[src/sv/cst_pkg.sv]
`default_nettype none
package cst_pkg;

	localparam int MAX_COLUMNS = 256;
	localparam int COL_W       = 8;
	localparam int CNT_W       = COL_W + 1;
	localparam int ROW_W       = 24;
	localparam int FIFO_DEPTH  = 4;
	localparam int PTR_W       = $clog2(FIFO_DEPTH);
	localparam int FILL_W      = $clog2(FIFO_DEPTH + 1);
	localparam int IN_DATA_W   = 8;
	localparam int OUT_DATA_W  = 48;

	localparam logic [7:0] CH_COMMA = 8'h2C;
	localparam logic [7:0] CH_CR    = 8'h0D;
	localparam logic [7:0] CH_LF    = 8'h0A;
	localparam logic [7:0] CH_QUOTE = 8'h22;
	localparam logic [7:0] CH_END   = 8'h00;

	localparam logic [1:0] ST_OK    = 2'd0;
	localparam logic [1:0] ST_ERROR = 2'd1;
	localparam logic [1:0] ST_DONE  = 2'd2;

	typedef struct packed {
		logic [7:0] text_byte;
		logic       end_of_text;
	} in_item_t;

	typedef struct packed {
		logic [7:0]       content_byte;
		logic             content_valid;
		logic             field_end;
		logic             record_end;
		logic [COL_W-1:0] column_index;
		logic [ROW_W-1:0] rows_done;
		logic [1:0]       status;
		logic             last_of_run;
	} result_t;

	typedef struct packed {
		logic [1:0] cnt;
		result_t    r0;
		result_t    r1;
	} push_t;

endpackage
`default_nettype wire

[src/sv/cst_parser.sv]
`default_nettype none
module cst_parser (
	input  wire logic              clk,
	input  wire logic              arst_n,
	input  wire logic              fire,
	input  wire cst_pkg::in_item_t in_item,
	output cst_pkg::push_t         push
);
	import cst_pkg::*;

	typedef enum logic [2:0] {
		M_START,
		M_PLAIN,
		M_QUOTED,
		M_QSEEN,
		M_CRPEND,
		M_QCR,
		M_FINISHED,
		M_ERROR
	} mode_t;

	typedef enum logic [2:0] {
		A_NONE,
		A_CONTENT,
		A_FIELD,
		A_RECORD,
		A_FAIL,
		A_DONE
	} act_t;

	mode_t            mode_q, mode_d, mode_eff, act_mode;
	act_t             act;
	logic [COL_W-1:0] cols_q, cols_d;
	logic [CNT_W-1:0] exp_q, exp_d, col_inc;
	logic [ROW_W-1:0] rows_q, rows_d;
	logic [7:0]       b, act_byte;
	logic             eot, pre, do_plain, rec_final, fail_now, main_emit;
	result_t          main_r, cr_r;

	always_comb begin
		b         = in_item.text_byte;
		eot       = in_item.end_of_text || (b == CH_END);
		pre       = (mode_q == M_CRPEND) && !(!eot && b == CH_LF);
		mode_eff  = pre ? M_PLAIN : mode_q;
		act       = A_NONE;
		act_mode  = mode_eff;
		act_byte  = b;
		rec_final = 1'b0;
		do_plain  = 1'b0;

		case (mode_eff)
			M_START: begin
				if (eot) begin
					if (cols_q != '0) begin
						act       = A_RECORD;
						rec_final = 1'b1;
					end else if (rows_q == '0) begin
						act = A_FAIL;
					end else begin
						act = A_DONE;
					end
				end else if (b == CH_QUOTE) begin
					act_mode = M_QUOTED;
				end else begin
					do_plain = 1'b1;
				end
			end
			M_PLAIN: begin
				if (eot) begin
					act       = A_RECORD;
					rec_final = 1'b1;
				end else begin
					do_plain = 1'b1;
				end
			end
			M_QUOTED: begin
				if (eot) begin
					act = A_FAIL;
				end else if (b == CH_QUOTE) begin
					act_mode = M_QSEEN;
				end else begin
					act = A_CONTENT;
				end
			end
			M_QSEEN: begin
				if (eot) begin
					act       = A_RECORD;
					rec_final = 1'b1;
				end else if (b == CH_QUOTE) begin
					act      = A_CONTENT;
					act_mode = M_QUOTED;
				end else if (b == CH_COMMA) begin
					act = A_FIELD;
				end else if (b == CH_LF) begin
					act = A_RECORD;
				end else if (b == CH_CR) begin
					act_mode = M_QCR;
				end else begin
					act = A_FAIL;
				end
			end
			M_QCR: begin
				act = (!eot && b == CH_LF) ? A_RECORD : A_FAIL;
			end
			M_CRPEND: begin
				act = A_RECORD;
			end
			M_FINISHED: begin
				act = A_DONE;
			end
			default: begin
				act = A_FAIL;
			end
		endcase

		if (do_plain) begin
			case (b)
				CH_COMMA: act = A_FIELD;
				CH_LF:    act = A_RECORD;
				CH_CR:    act_mode = M_CRPEND;
				default: begin
					act      = A_CONTENT;
					act_mode = M_PLAIN;
				end
			endcase
		end
	end

	always_comb begin
		col_inc              = CNT_W'(cols_q) + CNT_W'(1);
		main_r               = '0;
		main_r.content_byte  = act_byte;
		main_r.column_index  = cols_q;
		main_r.rows_done     = rows_q;
		main_r.status        = ST_OK;
		main_emit            = 1'b1;
		fail_now             = 1'b0;
		cols_d               = cols_q;
		rows_d               = rows_q;
		exp_d                = exp_q;
		mode_d               = act_mode;

		case (act)
			A_NONE: begin
				main_emit = 1'b0;
			end
			A_CONTENT: begin
				main_r.content_valid = 1'b1;
			end
			A_FIELD: begin
				if (col_inc >= CNT_W'(MAX_COLUMNS)) begin
					fail_now = 1'b1;
				end else begin
					main_r.field_end = 1'b1;
					cols_d           = col_inc[COL_W-1:0];
					mode_d           = M_START;
				end
			end
			A_RECORD: begin
				if (exp_q != '0 && col_inc != exp_q) begin
					fail_now = 1'b1;
				end else begin
					if (exp_q == '0) begin
						exp_d = col_inc;
					end
					if (rows_q != '1) begin
						rows_d = rows_q + ROW_W'(1);
					end
					main_r.rows_done  = rows_d;
					main_r.field_end  = 1'b1;
					main_r.record_end = 1'b1;
					main_r.status     = rec_final ? ST_DONE : ST_OK;
					mode_d            = rec_final ? M_FINISHED : M_START;
					cols_d            = '0;
				end
			end
			A_DONE: begin
				main_r.status = ST_DONE;
				mode_d        = M_FINISHED;
			end
			default: begin
				fail_now = 1'b1;
			end
		endcase

		if (fail_now) begin
			main_r.field_end  = 1'b0;
			main_r.record_end = 1'b0;
			main_r.status     = ST_ERROR;
			mode_d            = M_ERROR;
			cols_d            = cols_q;
			rows_d            = rows_q;
			exp_d             = exp_q;
		end
		if (!main_r.content_valid) begin
			main_r.content_byte = '0;
		end
		main_r.last_of_run = 1'b1;

		cr_r               = '0;
		cr_r.content_byte  = CH_CR;
		cr_r.content_valid = 1'b1;
		cr_r.column_index  = cols_q;
		cr_r.rows_done     = rows_q;
		cr_r.status        = ST_OK;
		cr_r.last_of_run   = !main_emit;

		push.r0  = pre ? cr_r : main_r;
		push.r1  = main_r;
		push.cnt = fire ? (2'(pre) + 2'(main_emit)) : 2'd0;
	end

	always_ff @(posedge clk or negedge arst_n) begin
		if (!arst_n) begin
			mode_q <= M_START;
			cols_q <= '0;
			exp_q  <= '0;
			rows_q <= '0;
		end else if (fire) begin
			mode_q <= mode_d;
			cols_q <= cols_d;
			exp_q  <= exp_d;
			rows_q <= rows_d;
		end
	end

endmodule
`default_nettype wire

[src/sv/cst_result_fifo.sv]
`default_nettype none
module cst_result_fifo (
	input  wire logic            clk,
	input  wire logic            arst_n,
	input  wire cst_pkg::push_t  push,
	output logic                 room,
	output logic                 out_valid,
	input  wire logic            out_ready,
	output cst_pkg::result_t     out_item
);
	import cst_pkg::*;

	result_t           mem_q [FIFO_DEPTH];
	logic [PTR_W-1:0]  wr_q, rd_q;
	logic [FILL_W-1:0] fill_q;
	logic              pop;

	assign out_valid = (fill_q != '0);
	assign out_item  = mem_q[rd_q];
	assign pop       = out_valid && out_ready;
	assign room      = (fill_q <= FILL_W'(FIFO_DEPTH - 2));

	always_ff @(posedge clk) begin
		if (push.cnt != 2'd0) begin
			mem_q[wr_q] <= push.r0;
		end
		if (push.cnt == 2'd2) begin
			mem_q[wr_q + PTR_W'(1)] <= push.r1;
		end
	end

	always_ff @(posedge clk or negedge arst_n) begin
		if (!arst_n) begin
			wr_q   <= '0;
			rd_q   <= '0;
			fill_q <= '0;
		end else begin
			wr_q   <= wr_q + PTR_W'(push.cnt);
			rd_q   <= rd_q + PTR_W'(pop);
			fill_q <= fill_q + FILL_W'(push.cnt) - FILL_W'(pop);
		end
	end

endmodule
`default_nettype wire

[src/sv/csv_stream_tokenizer_core.sv]
// CSV tokenizer. Feed CSV text on the slave stream, one byte per request:
// s_axis_tdata carries the text byte, s_axis_tuser set marks end of text
// (the byte is then ignored; a zero byte also ends the text).
// The master stream gives result requests: field content bytes with field-end
// and record-end marks, column index, completed row count and status
// (0 ok, 1 format error, 2 text finished). m_axis_tlast marks the last result
// caused by one input byte; a byte causes zero, one or two results.
// A taken byte waits in the input register; once the queue has room the mode
// update turns it into its results, which are written into the result queue
// together and offered on the master side, the second result of a byte behind
// the first. Throughput: one byte per cycle while the queue has room;
// the master side moves one result per cycle while the receiver is ready.
// The rate is set by the mode update between the input register and a
// four-entry result queue.
// Reset clears the parse state, counters and queue; the first record then
// fixes the column count again.
// When the receiver stalls, results wait in the queue; when fewer than two
// queue entries are free, a held byte stalls and the slave side takes no more.
`default_nettype none
module csv_stream_tokenizer_core (
	input  wire logic                           clk,
	input  wire logic                           arst_n,
	input  wire logic                           s_axis_tvalid,
	output logic                                s_axis_tready,
	input  wire logic [cst_pkg::IN_DATA_W-1:0]  s_axis_tdata,  // [7:0] text_byte
	input  wire logic                           s_axis_tuser,  // [0] end_of_text
	output logic                                m_axis_tvalid,
	input  wire logic                           m_axis_tready,
	// [7:0] content_byte, [8] content_valid, [9] field_end, [10] record_end,
	// [18:11] column_index, [42:19] rows_done, [44:43] status, [47:45] zero
	output logic [cst_pkg::OUT_DATA_W-1:0]      m_axis_tdata,
	output logic                                m_axis_tlast   // last_of_run
);
	import cst_pkg::*;

	in_item_t in_s1;
	logic     in_valid_s1, fire, room;
	push_t    push;
	result_t  out_item;

	assign fire          = in_valid_s1 && room;
	assign s_axis_tready = !in_valid_s1 || fire;

	always_ff @(posedge clk) begin
		if (s_axis_tvalid && s_axis_tready) begin
			in_s1.text_byte   <= s_axis_tdata;
			in_s1.end_of_text <= s_axis_tuser;
		end
	end

	always_ff @(posedge clk or negedge arst_n) begin
		if (!arst_n) begin
			in_valid_s1 <= 1'b0;
		end else if (s_axis_tready) begin
			in_valid_s1 <= s_axis_tvalid;
		end
	end

	cst_parser u_parser (
		.clk     (clk),
		.arst_n  (arst_n),
		.fire    (fire),
		.in_item (in_s1),
		.push    (push)
	);

	cst_result_fifo u_fifo (
		.clk       (clk),
		.arst_n    (arst_n),
		.push      (push),
		.room      (room),
		.out_valid (m_axis_tvalid),
		.out_ready (m_axis_tready),
		.out_item  (out_item)
	);

	assign m_axis_tdata = {3'b000, out_item.status, out_item.rows_done, out_item.column_index,
		out_item.record_end, out_item.field_end, out_item.content_valid, out_item.content_byte};
	assign m_axis_tlast = out_item.last_of_run;

endmodule
`default_nettype wire

[config.mk]
export PLATFORM = sky130hd
export DESIGN_NAME = csv_stream_tokenizer_core
export DESIGN_NICKNAME = d
export VERILOG_FILES = /design/src/sv/cst_pkg.sv /design/src/sv/cst_parser.sv /design/src/sv/cst_result_fifo.sv /design/src/sv/csv_stream_tokenizer_core.sv
export SDC_FILE = /design/constraint.sdc
export NUM_CORES = 1
export LEC_CHECK = 0
export BUFFER_PORTS_ARGS = -buffer_cell sky130_fd_sc_hd__buf_2
export CELL_PAD_IN_SITES_DETAIL_PLACEMENT = 2
export CELL_PAD_IN_SITES_GLOBAL_PLACEMENT = 2
export CORE_MARGIN = 2
export CORE_UTILIZATION = 45
export CTS_CLUSTER_DIAMETER = 40
export CTS_CLUSTER_SIZE = 14
export DETAILED_ROUTE_END_ITERATION = 12
export PLACE_DENSITY_LB_ADDON = 0.15
export SKIP_CTS_REPAIR_TIMING = 1
export SYNTH_ARGS = -nofsm -noshare
export SYNTH_HDL_FRONTEND = slang
export SYNTH_SLANG_ARGS = --single-unit
export TNS_END_PERCENT = 20
[constraint.sdc]
create_clock -name clk -period 10 [get_ports clk]
set_input_delay 1 -clock clk [delete_from_list [all_inputs] [get_ports clk]]
set_output_delay 1 -clock clk [all_outputs]
set_load 0.02 [all_outputs]
==> impl_results.html, run 1 <==
<table>
<tr><th>Metric</th><th>Value</th></tr>
<tr><th colspan="2">Run status</th></tr>
<tr><td>Result of the run</td><td>finished, final reports clean</td></tr>
<tr><th colspan="2">Floorplan</th></tr>
<tr><td>Row count</td><td>62</td></tr>
<tr><td>Die Ht</td><td>175.1 µm</td></tr>
<tr><td>Area of the die</td><td>30670 µm²</td></tr>
<tr><td>DIE WIDTH</td><td>175.1 µm</td></tr>
<tr><td>Num ports</td><td>64</td></tr>
<tr><td>Core region area</td><td>28780 µm²</td></tr>
<tr><td>Initial core utilization</td><td>0.4580</td></tr>
<tr><th colspan="2">Timing</th></tr>
<tr><td>Fmax achieved</td><td>0.1566 GHz</td></tr>
<tr><td>Sum of negative setup slack</td><td>0 ns</td></tr>
<tr><td>Actual transition at the worst max-transition pin</td><td>1.207 ns</td></tr>
<tr><td>Worst rel slew slack</td><td>0.1952</td></tr>
<tr><td>Clock skew after layout</td><td>0.03138 ns</td></tr>
<tr><td>Setup repair after global routing missed its margin</td><td>false</td></tr>
<tr><td>Max Transition Viols Final</td><td>0</td></tr>
<tr><td>Post-route clock period utilization</td><td>0.6386</td></tr>
<tr><td>Total setup violations reported at the end of the flow</td><td>0</td></tr>
<tr><td>Final critical path time including I/O delays and setup</td><td>6.386 ns</td></tr>
<tr><td>Final count of hold timing violations</td><td>0</td></tr>
<tr><th colspan="2">Finish</th></tr>
<tr><td>FILL cells</td><td>2767</td></tr>
<tr><td>Area used by multi-input combinational logic</td><td>5584 µm²</td></tr>
<tr><td># nets final</td><td>1197</td></tr>
<tr><td>Area delta synth-&gt;final</td><td>13.95%</td></tr>
<tr><td>Number of antenna repair diodes</td><td>0</td></tr>
<tr><td>Share of post-route cells with drive strength above 1</td><td>0.1914</td></tr>
<tr><td>Post-layout util</td><td>0.5219</td></tr>
<tr><td>FF+latch area</td><td>7062 µm²</td></tr>
<tr><th colspan="2">Pwr</th></tr>
<tr><td>Worst vdd rail ir drop</td><td>264.0 µV</td></tr>
<tr><td>Internal portion of total power</td><td>2.657 mW</td></tr>
<tr><td>Clk network pwr share</td><td>0.329</td></tr>
<tr><td>Proportion of power drawn by flip-flops and latches</td><td>0.353</td></tr>
<tr><td>Net switching fraction of the power</td><td>0.3807</td></tr>
<tr><td>Power density of the placed cells</td><td>285.7 nW/µm²</td></tr>
<tr><td>Leakage power summed over all cells</td><td>5.382 nW</td></tr>
<tr><td>Switching power total</td><td>1.634 mW</td></tr>
<tr><td>Part of the power in combinational logic</td><td>0.317</td></tr>
<tr><th colspan="2">Synth</th></tr>
<tr><td>Count leader, synth</td><td>sky130_fd_sc_hd__edfxtp_1</td></tr>
<tr><td>Area leader, netlist</td><td>sky130_fd_sc_hd__edfxtp_1</td></tr>
<tr><td>Number of instances in the synthesized netlist</td><td>1158</td></tr>
<tr><td>Top post-synthesis cells by area</td><td>sky130_fd_sc_hd__edfxtp_1, sky130_fd_sc_hd__dfrtp_1, sky130_fd_sc_hd__mux4_2, sky130_fd_sc_hd__a31oi_1, sky130_fd_sc_hd__nand2_1</td></tr>
<tr><td>Synthesized area per cell</td><td>11.38 µm²</td></tr>
<tr><td>Share of the synthesized area in the top cell type</td><td>0.4306</td></tr>
<tr><td>Number of distinct library cells after synthesis</td><td>78</td></tr>
<tr><td>Post-Synthesis Cell Area</td><td>13180 µm²</td></tr>
<tr><td>Dominant register cell in the synthesized netlist</td><td>sky130_fd_sc_hd__edfxtp_1</td></tr>
<tr><td>Yosys synthesis warning count</td><td>0</td></tr>
<tr><td>Synth top cells by count</td><td>sky130_fd_sc_hd__edfxtp_1, sky130_fd_sc_hd__a31oi_1, sky130_fd_sc_hd__nand2_1</td></tr>
<tr><td>Sequential cell area fraction in the yosys report</td><td>0.5354</td></tr>
<tr><td>Number of synthesized flops with an enable pin</td><td>189</td></tr>
<tr><td>Fraction of registers with async set/reset</td><td>0.2122</td></tr>
<tr><td>Synthesis-stage register bit count</td><td>245</td></tr>
<tr><th colspan="2">Place</th></tr>
<tr><td>DP HPWL</td><td>27130 µm</td></tr>
<tr><td>Total of buffers placed on input and output ports</td><td>60</td></tr>
<tr><td>GPL Wtd Cong</td><td>0.8293</td></tr>
<tr><th colspan="2">Global route</th></tr>
<tr><td>Sum of overflow across all layers after global routing</td><td>0</td></tr>
<tr><td>Global-route wire length before repair</td><td>71420 µm</td></tr>
<tr><td>Antenna violations before repair</td><td>1</td></tr>
<tr><td>Vias in the first global route</td><td>11389</td></tr>
<tr><td>GRT Total Usage</td><td>0.3066</td></tr>
<tr><td>Largest net degree at the start of global routing</td><td>58</td></tr>
<tr><th colspan="2">Routing</th></tr>
<tr><td>Average vias per placed instance</td><td>6.612</td></tr>
<tr><td>Total wirelength of the detailed-routed design</td><td>46110 µm</td></tr>
<tr><td>First-pass iteration count of the detailed router</td><td>5</td></tr>
<tr><td>Detail Route Antenna Nets</td><td>0</td></tr>
<tr><td>Via count</td><td>10520</td></tr>
<tr><td>Post-detailed-route DRC marker count</td><td>0</td></tr>
<tr><td>Detailed-route wire length per cell</td><td>28.98 µm</td></tr>
<tr><td>Drt first-iter violations</td><td>929</td></tr>
<tr><th colspan="2">Critical path</th></tr>
<tr><td>Critical path peak fanout</td><td>47</td></tr>
<tr><td>Source of the worst register-to-register timing path</td><td>u_parser.cols_q[5]$_DFFE_PN0P_</td></tr>
<tr><td>Kind of capture point of the worst setup path</td><td>flip-flop</td></tr>
<tr><td>Kind of start point of the critical path</td><td>flip-flop</td></tr>
<tr><td>Endpoint arrival time on the critical path</td><td>6.78 ns</td></tr>
<tr><td>Critical path type</td><td>flip-flop to flip-flop</td></tr>
<tr><td>Terminus of the critical flop-to-flop path</td><td>u_fifo.mem_q[1][4]$_DFFE_PP_</td></tr>
<tr><td>Logic depth of the worst register-to-register path</td><td>15</td></tr>
<tr><td>Flop-to-flop setup slack</td><td>3.61 ns</td></tr>
<tr><td>Required @ worst endpoint</td><td>10.39 ns</td></tr>
<tr><th colspan="2">Min path</th></tr>
<tr><td>Source of the worst hold timing path</td><td>u_fifo.mem_q[0][0]$_SDFFE_PP1P_</td></tr>
<tr><td>Cell depth of the worst min-delay path</td><td>1</td></tr>
<tr><td>Type of the worst min-delay path</td><td>flip-flop to flip-flop</td></tr>
<tr><td>Terminating pin of the worst hold path</td><td>u_fifo.mem_q[0][0]$_SDFFE_PP1P_</td></tr>
<tr><th colspan="2">Clock tree</th></tr>
<tr><td>Clock Sink Count</td><td>245</td></tr>
<tr><td>Clk slew on worst S/H paths</td><td>0.05 ns</td></tr>
<tr><td>Number of buffers on the longest clock path</td><td>3</td></tr>
<tr><td>Insertion delay of the later-clocked pin in the worst-skew pair</td><td>0.54 ns</td></tr>
<tr><td>Clock buffers created by TritonCTS</td><td>43</td></tr>
<tr><td>TritonCTS clock tree</td><td>built</td></tr>
<tr><td>Clock tree root driver cell</td><td>sky130_fd_sc_hd__clkbuf_16</td></tr>
<tr><td>Depth of the CTS H-tree</td><td>2</td></tr>
<tr><th colspan="2">Job</th></tr>
<tr><td>Max Cap Violations</td><td>0</td></tr>
</table>
[per-layer routing]
layer,share of wire,GRT usage
met5,0,0
met4,0.025,0.09583
met3,0.054,0.04634
met2,0.50,0.5131
met1,0.42,0.4125
[layout by cell type (no fill, tap or decap), types with 17 or more instances in the layout]
master / count
sky130_fd_sc_hd__edfxtp_1: 189
sky130_fd_sc_hd__a31oi_1: 134
sky130_fd_sc_hd__nand2_1: 111
sky130_fd_sc_hd__buf_2: 60
sky130_fd_sc_hd__a21oi_1: 57
sky130_fd_sc_hd__and3_1: 54
sky130_fd_sc_hd__dfrtp_1: 50
sky130_fd_sc_hd__nor2_1: 46
sky130_fd_sc_hd__mux4_2: 46
sky130_fd_sc_hd__clkbuf_16: 45
sky130_fd_sc_hd__nand3_1: 41
sky130_fd_sc_hd__o21ai_0: 30
sky130_fd_sc_hd__xnor2_1: 26
sky130_fd_sc_hd__buf_4: 18
sky130_fd_sc_hd__inv_1: 17
sky130_fd_sc_hd__and2_1: 17
[flip-flops by register name (all words and copies together) (netlist names), 2 cells and up]
signal,cells
in_s1,9
u_fifo.fill_q,3
u_fifo.mem_q,184
u_fifo.rd_q,2
u_fifo.wr_q,2
u_parser.cols_q,8
u_parser.exp_q,9
u_parser.mode_q,3
u_parser.rows_q,24
[through the flow]
step	hold WS (ns)	setup WS, ns	instance area (µm²)	total power [mW]	std cells
floorplan	0.4311	5.158	13190	2.372	1160
global placement	0.4533	4.388	13640	2.807	1512
detailed placement	0.4827	3.944	13640	2.882	1512
CTS	0.4949	3.817	15020	4.321	1591
global route	0.5055	3.282	15020	4.469	1591
finish	0.4848	3.614	15020	4.291	1591
[cell families after synthesis]
| family | after synthesis | synth area share |
|---|---|---|
| buffers and inverters | 130 | 0.04253 |
| DFF | 245 | 0.5354 |
| adders and majority gates | 12 | 0.01177 |
| xor gates and xnor gates | 40 | 0.02715 |
| AOI/OAI and AO/OA | 312 | 0.1550 |
| and+or+nand+nor | 367 | 0.1451 |
| muxes | 51 | 0.08268 |
| other | 1 | 0.0002845 |
[worst max path at each step]
stage,slack [ns],start,end,depth (start not counted)
floorplan,5.16,u_parser.cols_q[0]$_DFFE_PN0P_,u_fifo.mem_q[0][21]$_DFFE_PP_,18
CTS,3.82,u_parser.cols_q[0]$_DFFE_PN0P_,u_fifo.mem_q[1][4]$_DFFE_PP_,17
global route,3.28,u_parser.cols_q[0]$_DFFE_PN0P_,u_fifo.mem_q[1][4]$_DFFE_PP_,17
detailed placement,3.94,u_parser.cols_q[5]$_DFFE_PN0P_,u_fifo.mem_q[1][4]$_DFFE_PP_,15
global placement,4.39,u_parser.cols_q[5]$_DFFE_PN0P_,u_fifo.mem_q[3][9]$_DFFE_PP_,15
finish,3.61,u_parser.cols_q[5]$_DFFE_PN0P_,u_fifo.mem_q[1][4]$_DFFE_PP_,15
[area by class of cell]
class,count,area share
sequential,245,0.4702
multi-input combinational,785,0.3718
clock buffer,49,0.07597
tap,384,0.03199
timing repair buffer,78,0.02899
clock inverter,30,0.01608
inverter,20,0.004998
[power groups by stage]
stage | clock [mW] | sequential, mW | combinational (mW)
detailed placement | 0 | 1.53 | 1.35
global route | 1.47 | 1.55 | 1.45
global placement | 0 | 1.51 | 1.30
floorplan | 0 | 1.38 | 0.993
CTS | 1.43 | 1.52 | 1.37
finish | 1.41 | 1.52 | 1.36
[critical path, cell delays in order (launching register included)]
cell and delay (ns):
sky130_fd_sc_hd__dfrtp_1 0.57, sky130_fd_sc_hd__nor4_1 0.89, sky130_fd_sc_hd__a21boi_0 0.25, sky130_fd_sc_hd__o31ai_2 0.32, sky130_fd_sc_hd__and3_1 0.32, sky130_fd_sc_hd__and2_1 0.18, sky130_fd_sc_hd__nand2_1 0.08, sky130_fd_sc_hd__ha_1 0.35
sky130_fd_sc_hd__nand2b_1 0.21, sky130_fd_sc_hd__a21oi_1 0.80, sky130_fd_sc_hd__nand2_1 0.48, sky130_fd_sc_hd__inv_2 0.14, sky130_fd_sc_hd__buf_4 0.69, sky130_fd_sc_hd__nand2_1 0.42, sky130_fd_sc_hd__o21ai_1 0.31, sky130_fd_sc_hd__a32o_1 0.20
No activity file was read; power rests on OpenSTA's default activity.
==> run 2, diff against run 1 <==
CORE_UTILIZATION = 42   (was 45)
clock period = 6.34 ns   (was 10 ns; I/O delays follow)
==> impl_results.html, run 2 (synthesis gave the netlist of run 1 again) <==
<table>
<tr><th>Metric</th><th>Value</th></tr>
<tr><th colspan="2">Run status</th></tr>
<tr><td>Result of the run</td><td>finished, final reports clean</td></tr>
<tr><th colspan="2">Pwr</th></tr>
<tr><td>Power Total</td><td>6.854 mW (+60%)</td></tr>
<tr><td>Proportion of power drawn by flip-flops and latches</td><td>0.344 (-0.009)</td></tr>
<tr><td>Worst vdd rail ir drop</td><td>270.1 µV (+2.3%)</td></tr>
<tr><td>Part of the power in combinational logic</td><td>0.317 (about the same)</td></tr>
<tr><td>Switching power total</td><td>2.552 mW (+56%)</td></tr>
<tr><td>Power density of the placed cells</td><td>452.0 nW/µm² (+58%)</td></tr>
<tr><td>Internal portion of total power</td><td>4.302 mW (+62%)</td></tr>
<tr><td>Leakage power summed over all cells</td><td>5.448 nW (+1.2%)</td></tr>
<tr><td>Clk network pwr share</td><td>0.339 (+0.010)</td></tr>
<tr><td>Net switching fraction of the power</td><td>0.3724 (-0.008320)</td></tr>
<tr><th colspan="2">Routing</th></tr>
<tr><td>Detailed-route wire length per cell</td><td>28.28 µm (-2.4%)</td></tr>
<tr><td>Total wirelength of the detailed-routed design</td><td>45500 µm (-1.3%)</td></tr>
<tr><td>Post-detailed-route DRC marker count</td><td>0 (unchanged)</td></tr>
<tr><td>Drt first-iter violations</td><td>972 (+4.6%)</td></tr>
<tr><td>Via count</td><td>10381 (-1.3%)</td></tr>
<tr><td>First-pass iteration count of the detailed router</td><td>5 (unchanged)</td></tr>
<tr><td>Detail Route Antenna Nets</td><td>0 (unchanged)</td></tr>
<tr><td>Average vias per placed instance</td><td>6.452 (-2.4%)</td></tr>
<tr><th colspan="2">Place</th></tr>
<tr><td>GPL Wtd Cong</td><td>0.8172 (-1.5%)</td></tr>
<tr><td>DP HPWL</td><td>28140 µm (+3.7%)</td></tr>
<tr><td>Total of buffers placed on input and output ports</td><td>60 (unchanged)</td></tr>
<tr><th colspan="2">Clock tree</th></tr>
<tr><td>Insertion delay of the later-clocked pin in the worst-skew pair</td><td>0.55 ns (about the same)</td></tr>
<tr><td>Clock tree root driver cell</td><td>sky130_fd_sc_hd__clkbuf_16</td></tr>
<tr><td>Clock buffers created by TritonCTS</td><td>42 (-2.3%)</td></tr>
<tr><td>Depth of the CTS H-tree</td><td>2 (unchanged)</td></tr>
<tr><td>Number of buffers on the longest clock path</td><td>3 (unchanged)</td></tr>
<tr><td>Clk slew on worst S/H paths</td><td>0.06 ns (about the same)</td></tr>
<tr><td>Clock Sink Count</td><td>245 (unchanged)</td></tr>
<tr><td>TritonCTS clock tree</td><td>built</td></tr>
<tr><th colspan="2">Finish</th></tr>
<tr><td>Area delta synth-&gt;final</td><td>15.06%</td></tr>
<tr><td>FILL cells</td><td>3116 (+13%)</td></tr>
<tr><td>Max reg flops</td><td>184 (unchanged)</td></tr>
<tr><td>Top flop regs</td><td>u_fifo.mem_q x184, u_parser.rows_q x24</td></tr>
<tr><td>Commonest non-fill, non-tap cells in the layout</td><td>sky130_fd_sc_hd__edfxtp_1, sky130_fd_sc_hd__a31oi_1, sky130_fd_sc_hd__nand2_1</td></tr>
<tr><td># nets final</td><td>1204 (+0.58%)</td></tr>
<tr><td>Share of post-route cells with drive strength above 1</td><td>0.2003 (+0.008946)</td></tr>
<tr><td>Number of antenna repair diodes</td><td>0 (unchanged)</td></tr>
<tr><td>Most frequent standard cell in the layout excluding fill and tap cells</td><td>sky130_fd_sc_hd__edfxtp_1</td></tr>
<tr><td>Register name with the most flops</td><td>u_fifo.mem_q</td></tr>
<tr><th colspan="2">Critical path</th></tr>
<tr><td>Critical path peak fanout</td><td>47 (unchanged)</td></tr>
<tr><td>Required @ worst endpoint</td><td>6.73 ns (-3.66 ns)</td></tr>
<tr><td>Kind of capture point of the worst setup path</td><td>flip-flop</td></tr>
<tr><td>Flop-to-flop setup slack</td><td>1.00 ns (-2.61 ns)</td></tr>
<tr><td>Kind of start point of the critical path</td><td>flip-flop</td></tr>
<tr><td>Logic depth of the worst register-to-register path</td><td>16 (+1)</td></tr>
<tr><td>Endpoint arrival time on the critical path</td><td>5.73 ns (-1.05 ns)</td></tr>
<tr><td>Critical path type</td><td>flip-flop to flip-flop</td></tr>
<tr><td>Source of the worst register-to-register timing path</td><td>u_parser.cols_q[5]$_DFFE_PN0P_</td></tr>
<tr><td>Terminus of the critical flop-to-flop path</td><td>u_fifo.mem_q[3][4]$_DFFE_PP_</td></tr>
<tr><td>First element of the critical path</td><td>u_parser.cols_q[5]$_DFFE_PN0P_</td></tr>
<tr><th colspan="2">Timing</th></tr>
<tr><td>Post-route clock period utilization</td><td>0.8416 (+0.2030)</td></tr>
<tr><td>Actual transition at the worst max-transition pin</td><td>1.143 ns (-0.06386 ns)</td></tr>
<tr><td>Max Transition Viols Final</td><td>0 (unchanged)</td></tr>
<tr><td>Fmax achieved</td><td>0.1874 GHz (+20%)</td></tr>
<tr><td>Sum of negative setup slack</td><td>0 ns (unchanged)</td></tr>
<tr><td>Final count of hold timing violations</td><td>0 (unchanged)</td></tr>
<tr><td>Worst rel slew slack</td><td>0.2353 (+0.04010)</td></tr>
<tr><td>Clock skew after layout</td><td>0.02968 ns (-0.001709 ns)</td></tr>
<tr><td>Total setup violations reported at the end of the flow</td><td>0 (unchanged)</td></tr>
<tr><td>Setup repair after global routing missed its margin</td><td>false</td></tr>
<tr><td>Final critical path time including I/O delays and setup</td><td>5.336 ns (-1.050 ns)</td></tr>
<tr><th colspan="2">Floorplan</th></tr>
<tr><td>Core region area</td><td>30750 µm² (+6.8%)</td></tr>
<tr><td>Die Ht</td><td>181.1 µm (+3.4%)</td></tr>
<tr><td>Initial core utilization</td><td>0.4286 (-0.02933)</td></tr>
<tr><td>Row count</td><td>64 (+3.2%)</td></tr>
<tr><td>Num ports</td><td>64 (unchanged)</td></tr>
<tr><td>Area of the die</td><td>32810 µm² (+7.0%)</td></tr>
<tr><td>DIE WIDTH</td><td>181.1 µm (+3.4%)</td></tr>
<tr><th colspan="2">Min path</th></tr>
<tr><td>Type of the worst min-delay path</td><td>primary input to async pin</td></tr>
<tr><th colspan="2">Global route</th></tr>
<tr><td>GRT Total Usage</td><td>0.2807 (-0.02592)</td></tr>
<tr><td>Vias in the first global route</td><td>11111 (-2.4%)</td></tr>
<tr><td>Antenna violations before repair</td><td>2 (+1)</td></tr>
<tr><td>Global-route wire length before repair</td><td>70010 µm (-2.0%)</td></tr>
<tr><td>Sum of overflow across all layers after global routing</td><td>0 (unchanged)</td></tr>
<tr><td>Largest net degree at the start of global routing</td><td>53 (-8.6%)</td></tr>
<tr><th colspan="2">Job</th></tr>
<tr><td>Max Cap Violations</td><td>0 (unchanged)</td></tr>
</table>
-- run 2: cell types whose count changed in the layout (fill, tap and decap cells not counted), sizes merged --
| cell | change |
|---|---|
| clkinv | -4 |
| buf | +8 |
| bufinv | +3 |
| clkbuf | -1 |
-- run 2: how the worst max path moves through the flow --
stage,to,depth (start not counted)
3_5_place_dp,u_fifo.mem_q[3][5]$_DFFE_PP_,18
3_3_place_gp,u_fifo.mem_q[3][9]$_DFFE_PP_,16
6_report,u_fifo.mem_q[3][4]$_DFFE_PP_,16
5_1_grt,u_fifo.mem_q[3][4]$_DFFE_PP_,18
4_1_cts,u_fifo.mem_q[3][4]$_DFFE_PP_,18
2_1_floorplan,u_fifo.mem_q[0][21]$_DFFE_PP_,18
-- run 2: critical path, cell delays in order, from the launching register on --
cell and delay [ns]:
sky130_fd_sc_hd__dfrtp_1 0.58, sky130_fd_sc_hd__nor4_1 0.82, sky130_fd_sc_hd__a21boi_0 0.24, sky130_fd_sc_hd__o31ai_2 0.29, sky130_fd_sc_hd__and3_1 0.31, sky130_fd_sc_hd__and2_1 0.17
sky130_fd_sc_hd__nand2_1 0.06, sky130_fd_sc_hd__ha_1 0.35, sky130_fd_sc_hd__nand2b_1 0.21, sky130_fd_sc_hd__a21oi_1 0.14, sky130_fd_sc_hd__buf_4 0.22, sky130_fd_sc_hd__nand2_1 0.19
sky130_fd_sc_hd__inv_2 0.12, sky130_fd_sc_hd__buf_4 0.63, sky130_fd_sc_hd__nand2_1 0.38, sky130_fd_sc_hd__o21ai_1 0.30, sky130_fd_sc_hd__a32o_1 0.19
-- run 2: per-stage QoR --
step,instance area [µm²],util,hold slack [ns],worst slack (ns),std cells
after detailed placement,13730,0.4465,0.4624,1.137,1532
after CTS,15160,0.4932,0.2712,1.071,1609
after global placement,13730,0.4465,0.4460,1.325,1532
after global routing,15160,0.4932,0.2773,0.6243,1609
after floorplan,13190,-,0.3384,1.498,1160
final,15160,0.4932,0.2689,1.004,1609
-- run 2: routing by layer --
metal | track usage | routed length, µm | vias to the layer above
met5 | 0 | 12 | -
met4 | 0.08715 | 1256 | 2
met3 | 0.03951 | 2604 | 86
met2 | 0.4641 | 21910 | 359
met1 | 0.3844 | 19710 | 5395
li1 | - | - | 4539
-- run 2: cell type report --
type | instances | area, µm² | area share
repair buffers | 86 | 508.0 | 0.03350
inverters | 20 | 75.07 | 0.004951
multi-input cells | 785 | 5589 | 0.3686
well taps | 396 | 495.5 | 0.03267
flip-flops and latches | 245 | 7062 | 0.4657
clock inverters | 29 | 320.3 | 0.02112
clock buffers | 48 | 1115 | 0.07352
-- run 2: power groups by stage --
stage	combinational [mW]	sequential (mW)	clock, mW
after global placement	2.10	2.35	0
after floorplan	1.57	2.18	0
after detailed placement	2.17	2.38	0
after CTS	2.19	2.36	2.35
after global routing	2.33	2.39	2.42
final	2.17	2.36	2.32
